`src/hdl/mdf_pkg.sv`:
```
package mdf_pkg;

  localparam int HEADER_BYTES = 21;
  localparam int ALIGN_BYTES_DEF = 4;

  localparam logic [7:0] PAD_BYTE = 8'hFF;

  // header byte offsets
  localparam int IDX_LEN_HI = 1;
  localparam int IDX_LEN_LO = 2;
  localparam int IDX_DEST = 3;
  localparam int IDX_SRC = 11;
  localparam int IDX_TYPE = 19;

  localparam logic [1:0] KIND_HEADER = 2'd0;
  localparam logic [1:0] KIND_PAYLOAD = 2'd1;
  localparam logic [1:0] KIND_STATUS = 2'd2;

  localparam logic [2:0] ST_OK = 3'd0;
  localparam logic [2:0] ST_TRUNC_HDR = 3'd1;
  localparam logic [2:0] ST_TRUNC_PAY = 3'd2;
  localparam logic [2:0] ST_NO_MSG = 3'd3;
  localparam logic [2:0] ST_BAD_PAD = 3'd4;

  typedef struct packed {
    logic [1:0]  kind;
    logic [7:0]  msg_flags;
    logic [15:0] payload_length;
    logic [63:0] dest_id;
    logic [63:0] src_id;
    logic [7:0]  proto_type;
    logic [7:0]  proto_port;
    logic [7:0]  payload_byte;
    logic        payload_end;
    logic        done_res;
    logic [2:0]  status;
  } mdf_result_t;

endpackage

```
`src/hdl/mdf_core.sv`:
```
module mdf_core #(
  parameter int ALIGN_BYTES = mdf_pkg::ALIGN_BYTES_DEF
) (
  input  logic                clk,
  input  logic                rst_n,
  input  logic                step,
  input  logic [7:0]          byte_in,
  input  logic                last_in,
  output logic                emit,
  output mdf_pkg::mdf_result_t res
);

  localparam int HB = mdf_pkg::HEADER_BYTES;
  localparam int HPW = $clog2(HB);
  localparam int PW = (ALIGN_BYTES > 1) ? $clog2(ALIGN_BYTES) : 1;
  localparam logic [HPW-1:0] HPOS_LAST = HPW'(HB - 1);
  localparam logic [PW-1:0] POS_LAST = PW'(ALIGN_BYTES - 1);
  localparam logic [PW-1:0] HDR_MOD = PW'(HB % ALIGN_BYTES);

  localparam logic [1:0] PH_HDR = 2'd0;
  localparam logic [1:0] PH_BODY = 2'd1;
  localparam logic [1:0] PH_PADRUN = 2'd2;
  localparam logic [1:0] PH_DRAIN = 2'd3;

  logic [1:0]     phase_r, phase_nxt;
  logic [HPW-1:0] hpos_r, hpos_nxt;
  logic [15:0]    pay_left_r, pay_left_nxt;
  logic [PW-1:0]  pos_r, pos_nxt;
  logic           seen_r, seen_nxt;
  logic           allpad_r, allpad_nxt;
  logic [2:0]     pend_r, pend_nxt;
  logic           hdr_we;

  // last header byte is taken straight from the input, so it is not stored
  logic [7:0] hdr_r [HB-1];

  logic [15:0] len;
  logic [63:0] dest;
  logic [63:0] src;
  logic [2:0]  none_st;

  always_comb begin
    len = {hdr_r[mdf_pkg::IDX_LEN_HI], hdr_r[mdf_pkg::IDX_LEN_LO]};
    dest = '0;
    src = '0;
    for (int i = 0; i < 8; i++) begin
      dest = {dest[55:0], hdr_r[mdf_pkg::IDX_DEST + i]};
      src = {src[55:0], hdr_r[mdf_pkg::IDX_SRC + i]};
    end
  end

  always_comb begin
    phase_nxt = phase_r;
    hpos_nxt = hpos_r;
    pay_left_nxt = pay_left_r;
    pos_nxt = pos_r;
    seen_nxt = seen_r;
    allpad_nxt = allpad_r;
    pend_nxt = pend_r;
    hdr_we = 1'b0;
    emit = 1'b0;
    res = '0;
    none_st = mdf_pkg::ST_OK;

    unique case (phase_r)
      PH_HDR: begin
        hdr_we = (hpos_r != HPOS_LAST);
        allpad_nxt = allpad_r & (byte_in == mdf_pkg::PAD_BYTE);
        if (hpos_r == HPOS_LAST) begin
          hpos_nxt = '0;
          if (allpad_nxt) begin
            phase_nxt = PH_PADRUN;
          end else begin
            emit = 1'b1;
            res.kind = mdf_pkg::KIND_HEADER;
            res.msg_flags = hdr_r[0];
            res.payload_length = len;
            res.dest_id = dest;
            res.src_id = src;
            res.proto_type = hdr_r[mdf_pkg::IDX_TYPE];
            res.proto_port = byte_in;
            allpad_nxt = 1'b1;
            if (len == '0 && HDR_MOD == '0) begin
              seen_nxt = 1'b1;
            end else begin
              phase_nxt = PH_BODY;
              pay_left_nxt = len;
              pos_nxt = HDR_MOD;
            end
          end
        end else begin
          hpos_nxt = hpos_r + 1'b1;
        end
      end
      PH_BODY: begin
        if (pay_left_r != '0) begin
          emit = 1'b1;
          res.kind = mdf_pkg::KIND_PAYLOAD;
          res.payload_byte = byte_in;
          res.payload_end = (pay_left_r == 16'd1);
          pay_left_nxt = pay_left_r - 1'b1;
        end
        pos_nxt = (pos_r == POS_LAST) ? '0 : pos_r + 1'b1;
        // message ends on the alignment boundary once the payload is out
        if (pay_left_nxt == '0 && pos_nxt == '0) begin
          phase_nxt = PH_HDR;
          hpos_nxt = '0;
          allpad_nxt = 1'b1;
          seen_nxt = 1'b1;
        end
      end
      PH_PADRUN: begin
        if (byte_in != mdf_pkg::PAD_BYTE) begin
          phase_nxt = PH_DRAIN;
          pend_nxt = mdf_pkg::ST_BAD_PAD;
        end
      end
      PH_DRAIN: begin
      end
      default: begin
      end
    endcase

    if (last_in) begin
      if (!emit) begin
        res.kind = mdf_pkg::KIND_STATUS;
      end
      emit = 1'b1;
      res.done_res = 1'b1;
      none_st = seen_nxt ? mdf_pkg::ST_OK : mdf_pkg::ST_NO_MSG;
      unique case (phase_nxt)
        PH_DRAIN:  res.status = pend_nxt;
        PH_BODY:   res.status = mdf_pkg::ST_TRUNC_PAY;
        PH_PADRUN: res.status = none_st;
        default:   res.status = (hpos_nxt == '0 || allpad_nxt) ? none_st
                                                               : mdf_pkg::ST_TRUNC_HDR;
      endcase
      // input over: back to the reset state
      phase_nxt = PH_HDR;
      hpos_nxt = '0;
      pay_left_nxt = '0;
      pos_nxt = '0;
      seen_nxt = 1'b0;
      allpad_nxt = 1'b1;
      pend_nxt = mdf_pkg::ST_OK;
    end
  end

  always_ff @(posedge clk) begin
    if (!rst_n) begin
      phase_r <= PH_HDR;
      hpos_r <= '0;
      pay_left_r <= '0;
      pos_r <= '0;
      seen_r <= 1'b0;
      allpad_r <= 1'b1;
      pend_r <= mdf_pkg::ST_OK;
    end else if (step) begin
      phase_r <= phase_nxt;
      hpos_r <= hpos_nxt;
      pay_left_r <= pay_left_nxt;
      pos_r <= pos_nxt;
      seen_r <= seen_nxt;
      allpad_r <= allpad_nxt;
      pend_r <= pend_nxt;
    end
  end

  always_ff @(posedge clk) begin
    if (step && hdr_we) begin
      hdr_r[hpos_r] <= byte_in;
    end
  end

  a_last_emits: assert property (@(posedge clk) disable iff (!rst_n)
    step && last_in |-> emit && res.done_res)
    else $error("final byte gave no status result");

  a_end_is_payload: assert property (@(posedge clk) disable iff (!rst_n)
    res.payload_end |-> res.kind == mdf_pkg::KIND_PAYLOAD)
    else $error("payload_end outside a payload result");

  a_body_hpos: assert property (@(posedge clk) disable iff (!rst_n)
    phase_r == PH_BODY |-> hpos_r == '0)
    else $error("header position not cleared in body");

  a_drain_err: assert property (@(posedge clk) disable iff (!rst_n)
    step && phase_r == PH_PADRUN && byte_in != mdf_pkg::PAD_BYTE && !last_in
      |=> phase_r == PH_DRAIN && pend_r == mdf_pkg::ST_BAD_PAD)
    else $error("bad padding not latched");

endmodule

```
`src/hdl/mdf_out_reg.sv`:
```
module mdf_out_reg (
  input  logic                 clk,
  input  logic                 rst_n,
  input  logic                 load,
  input  mdf_pkg::mdf_result_t res,
  input  logic                 stall,
  output logic                 ready,
  output logic                 valid,
  output mdf_pkg::mdf_result_t data
);

  logic                 valid_r;
  mdf_pkg::mdf_result_t data_r;

  // free when empty or the held result is being transferred
  assign ready = !valid_r || !stall;
  assign valid = valid_r;
  assign data = data_r;

  always_ff @(posedge clk) begin
    if (!rst_n) begin
      valid_r <= 1'b0;
    end else if (ready) begin
      valid_r <= load;
    end
  end

  always_ff @(posedge clk) begin
    if (ready && load) begin
      data_r <= res;
    end
  end

endmodule

```
`src/hdl/message_deframer.sv`:
```
// A byte passes through the input register and then the result register.
// Throughput: one byte per cycle, unless out_stall holds the result register.
// The last header byte, each payload byte and the final byte give one result;
// other header bytes, fill and padding give none. rst_n is synchronous, active
// low; it empties both registers and returns the parser to a message boundary. The header store needs no clearing.
module message_deframer #(
  parameter int ALIGN_BYTES = mdf_pkg::ALIGN_BYTES_DEF
) (
  input  logic        clk,
  input  logic        rst_n,
  input  logic        in_valid,
  output logic        in_stall,
  input  logic [7:0]  in_byte,
  input  logic        in_last,
  output logic        out_valid,
  input  logic        out_stall,
  output logic [1:0]  out_kind,
  output logic [7:0]  out_msg_flags,
  output logic [15:0] out_payload_length,
  output logic [63:0] out_dest_id,
  output logic [63:0] out_src_id,
  output logic [7:0]  out_proto_type,
  output logic [7:0]  out_proto_port,
  output logic [7:0]  out_payload_byte,
  output logic        out_payload_end,
  output logic        out_done_res,
  output logic [2:0]  out_status
);

  logic       in_valid_r;
  logic [7:0] in_byte_r;
  logic       in_last_r;
  logic       adv;
  logic       step;
  logic       emit;

  mdf_pkg::mdf_result_t res;
  mdf_pkg::mdf_result_t out_data;

  assign in_stall = in_valid_r && !adv;
  assign step = in_valid_r && adv;

  always_ff @(posedge clk) begin
    if (!rst_n) begin
      in_valid_r <= 1'b0;
    end else if (in_valid && !in_stall) begin
      in_valid_r <= 1'b1;
    end else if (adv) begin
      in_valid_r <= 1'b0;
    end
  end

  always_ff @(posedge clk) begin
    if (in_valid && !in_stall) begin
      in_byte_r <= in_byte;
      in_last_r <= in_last;
    end
  end

  mdf_core #(
    .ALIGN_BYTES(ALIGN_BYTES)
  ) u_core (
    .clk    (clk),
    .rst_n  (rst_n),
    .step   (step),
    .byte_in(in_byte_r),
    .last_in(in_last_r),
    .emit   (emit),
    .res    (res)
  );

  mdf_out_reg u_out (
    .clk  (clk),
    .rst_n(rst_n),
    .load (step && emit),
    .res  (res),
    .stall(out_stall),
    .ready(adv),
    .valid(out_valid),
    .data (out_data)
  );

  assign out_kind = out_data.kind;
  assign out_msg_flags = out_data.msg_flags;
  assign out_payload_length = out_data.payload_length;
  assign out_dest_id = out_data.dest_id;
  assign out_src_id = out_data.src_id;
  assign out_proto_type = out_data.proto_type;
  assign out_proto_port = out_data.proto_port;
  assign out_payload_byte = out_data.payload_byte;
  assign out_payload_end = out_data.payload_end;
  assign out_done_res = out_data.done_res;
  assign out_status = out_data.status;

endmodule
```
`config.mk`:
```
export PLATFORM = sky130hd
export DESIGN_NAME = message_deframer
export DESIGN_NICKNAME = d
export VERILOG_FILES = /design/src/hdl/mdf_pkg.sv /design/src/hdl/mdf_core.sv /design/src/hdl/mdf_out_reg.sv /design/src/hdl/message_deframer.sv
export SDC_FILE = /design/constraint.sdc
export NUM_CORES = 1
export LEC_CHECK = 0
export BUFFER_PORTS_ARGS = -buffer_cell sky130_fd_sc_hd__buf_2
export CAP_MARGIN = 20
export CORE_MARGIN = 5
export CORE_UTILIZATION = 55
export CTS_CLUSTER_SIZE = 12
export DETAILED_ROUTE_END_ITERATION = 10
export GPL_TIMING_DRIVEN = 0
export PLACE_DENSITY = 0.77
export SYNTH_ARGS = -nofsm -noshare
export SYNTH_HDL_FRONTEND = slang
export SYNTH_SLANG_ARGS = --single-unit
```
`constraint.sdc`:
```
create_clock -name clk -period 6.4 [get_ports clk]
set_clock_uncertainty 0.1 [all_clocks]
set_input_delay 0.64 -clock clk [delete_from_list [all_inputs] [get_ports clk]]
set_output_delay 0.64 -clock clk [all_outputs]
set_load 0.01 [all_outputs]
```
==> results.md <==
* Worst-path clk slew at 60 ps
* Via count at between 8k and 9k
* Final core utilization at around two thirds
* Die height at between 150 and 200 microns
* Seq pwr share at approximately 56%
* Clock power share at between 40% and 50%
* Tcrit/Tclk final at 66.9%
* Worst VDD drop at between 200 and 250 uV
* # Max-Cap Violations at 0
* CTS tree: done
* Final setup vio count at 0
* Final hold violation count at 0
* Final ANT Viol Nets at 0
* R2r worst-path depth at 7
* DR pass1 iterations at 5
* Post-CTS Setup Repair Bufs at 0
* Switching portion of total power at roughly 20%
* Startpoint Class: flip-flop
* Comb pwr share at between 2 and 3%
* Crit end category: flip-flop
* Relative slew slack at between 20% and 30%
* Cell Count, Final, Fillers Out at about 1.5k
* First-pass GRT wire length at about 47000 microns
* Hold Path Class: in -> reg
* Async set-reset flop share out of synthesis at 0%
* Largest net degree at the start of global routing at ~140
* Slew @ Worst Pin at between 1000 and 1500 ps
* Mean Syn Cell Area at 15.6 sq um
* Synth top area cells: edfxtp_1 74%, and2_1 7.6%, dfxtp_1 4.5%, nor2_1 1.5%, clkbuf_1 1.0%
* Global-route usage over all layers at about a fifth
* Critical path class: reg -> reg
* Dpl cells at between 1k and 1.5k
* Number of synthesized register bits at approximately 380
* Finished Cell Area at roughly 0.017 sq mm
* Clk Latency, worst-skew pair at 520 ps
* Longest Clk Path Bufs at 3
* Leakage Power at roughly 6.3 nW
* Fin nets at around 1.2k
* DRC viols at 0
* DR vias/cell at ~5.5
* Initial antenna violation count at 1
* Status: complete, no violations
* Site Rows at 59
* Placer Congestion at a little over 0.9
* Fin Hold WS at roughly 200 ps
* Layout cell share with drive strength beyond 1 at between 20% and 30%
* Starting Density at 55.5%
* Predominant post-synthesis flop cell: edfxtp_1
* DP Worst Slack at about 2100 ps
* Core area at 0.0259 sq mm
* Max Freq at roughly 230 MHz
* P per Cell Area at approximately 290 mW/mm^2
* Synth top area share at 73.6%
* Setup TNS at 0 ps
* Post-synth EDFFs at 352
* Crit path required time at around 6400 ps
* Grt total ovfl at 0
* Cells after Synth at 921
* Placed inst area at around 0.016 sq mm
* Final worst slack at ~2100 ps
* Fillers at between 1.5k and 2k
* Crit-path max FO at approximately 140
* RSZ-0062 raised after global routing: false
* Mapped Nets at around 940
* Final Power at between 5 and 6 mW
* Register area share after synthesis at 78.0%
* NetSw at about 980 uW
* CTS Root Cell: clkbuf_16
* Hold path depth at 1
* DR WL/cell at 20.9 microns
* Port-buffer cells at roughly 200
* CP arrival at approximately 4300 ps
* Vias in the first global route at between 8k and 9k
* Starting DRT DRC Count at 685
* Hpwl dp at about 21000 microns
* # IOs at between 150 and 200
* Die width at 172 microns
* TritonCTS Buffers at 39
* Cts hold-fix bufs at 0
* N_diodes at 0
* Post-Syn Area at ~0.014 sq mm
* Area Overhead vs Synth at 19.3%
* Ys Warns at 0
* Cts repair resizes at 0
* Area leader, netlist: edfxtp_1
* CTS sink cnt at 384
* P_int at a little over 4 mW
* H-tree lvl count at 2
* Total routed wirelength at 31800 microns
* Pins over their slew limit at 0
* Fin crit period at 4280 ps
* Distinct cells, synth at between 60 and 70
* Die Footprint at between 0.02 and 0.03 sq mm
[kinds of logic after synthesis]
family                   after synthesis  synth area share, %
flip-flops                           384                 78.0
AND/OR/NAND/NOR                      360                 14.4
AO/OA/AOI/OAI                         96                 4.29
buffers and inverters                 61                 1.79
adder cells (fa/ha/maj)                8                0.697
XOR/XNOR                               6                0.366
multiplexers                           6                0.418
[path summary, 6_finish.rpt]
check	startpoint	end	slack, ps
worst max-delay path	in_byte_r[3]$_DFFE_PP_	u_out.data[117]$_SDFFCE_PP0P_	2120
worst min-delay path	in_last	in_last_r$_DFFE_PP_	200
worst max register to register	in_byte_r[3]$_DFFE_PP_	u_out.data[117]$_SDFFCE_PP0P_	2120
worst min register to register	u_core.pend_r[0]$_SDFFE_PN0P_	u_core.pend_r[0]$_SDFFE_PN0P_	340
[Yosys cell counts (all sizes together), types with 3 or more instances]
| library cell | count |
|---|---|
| buf | 7 |
| a21oi | 29 |
| dfxtp | 32 |
| mux2i | 6 |
| nor3 | 22 |
| nor4 | 12 |
| and4 | 5 |
| o21ai | 28 |
| nor2 | 60 |
| and2 | 174 |
| inv | 15 |
| nor2b | 17 |
| nand2 | 25 |
| a22oi | 9 |
| nand3 | 11 |
| or4 | 4 |
| nand3b | 3 |
| xnor2 | 4 |
| a21boi | 3 |
| edfxtp | 352 |
| o21a | 3 |
| ha | 8 |
| or3 | 8 |
| a31o | 3 |
| clkbuf | 39 |
| nand4 | 3 |
| and3 | 11 |
[worst max-delay path, stage by stage (launching register included)]
cell      delay [ps]
edfxtp_1        1070
and4_1           380
nand3_1          130
and3_1           200
clkbuf_1         340
o31ai_1          860
inv_8            270
buf_16           350
[sequential cells by signal, summed over array words and instances (netlist names), 2 cells and up]
register	cells
in_byte_r	8
u_core.phase_r	2
u_core.hdr_r	160
u_core.hpos_r	5
u_core.pend_r	3
u_core.pay_left_r	16
u_out.data	183
u_core.pos_r	2
[final cells by class]
| class | instances | area (sq um) | share of cell area [%] |
|---|---|---|---|
| clock buffer | 54 | 1060 | 6.20 |
| sequential | 384 | 11200 | 65.4 |
| tap | 335 | 419 | 2.44 |
| inverter | 15 | 63.8 | 0.372 |
| clock inverter | 6 | 93.8 | 0.547 |
| timing repair buffer | 205 | 1190 | 6.96 |
| multi-input combinational | 476 | 2900 | 16.9 |
| buffer | 46 | 200 | 1.17 |
[power by group through the flow]
stage                     registers, mW  logic (mW)  clock network [mW]
after global routing               2.79       0.143                2.25
after global placement             2.87       0.101                   0
final                              2.79       0.134                2.10
after floorplan                    2.86      0.0405                   0
after CTS                          2.79       0.131                2.13
after detailed placement           2.85       0.130                   0
[layer usage]
metal | global-route usage [%] | up-vias | share of wire, % | wire length [microns]
li1 | - | 3850 | - | -
met1 | 29.0 | 4077 | 41 | 13100
met2 | 34.8 | 363 | 48 | 15400
met3 | 4.21 | 54 | 7.5 | 2400
met4 | 7.06 | 2 | 2.7 | 873
met5 | 0 | - | 0.041 | 13
[placed cells by master, fill, tap and decap left out, types with 12 or more instances in the layout]
cell and instances:
nor3_1 20, a21oi_1 28, nor2b_1 17, and2_1 174
clkbuf_16 40, nor2_1 59, edfxtp_1 352, dfxtp_1 32
buf_2 201, nand2_1 25, o21ai_0 24, inv_1 12
clkbuf_1 52
Power figures use the tool's default switching activity.
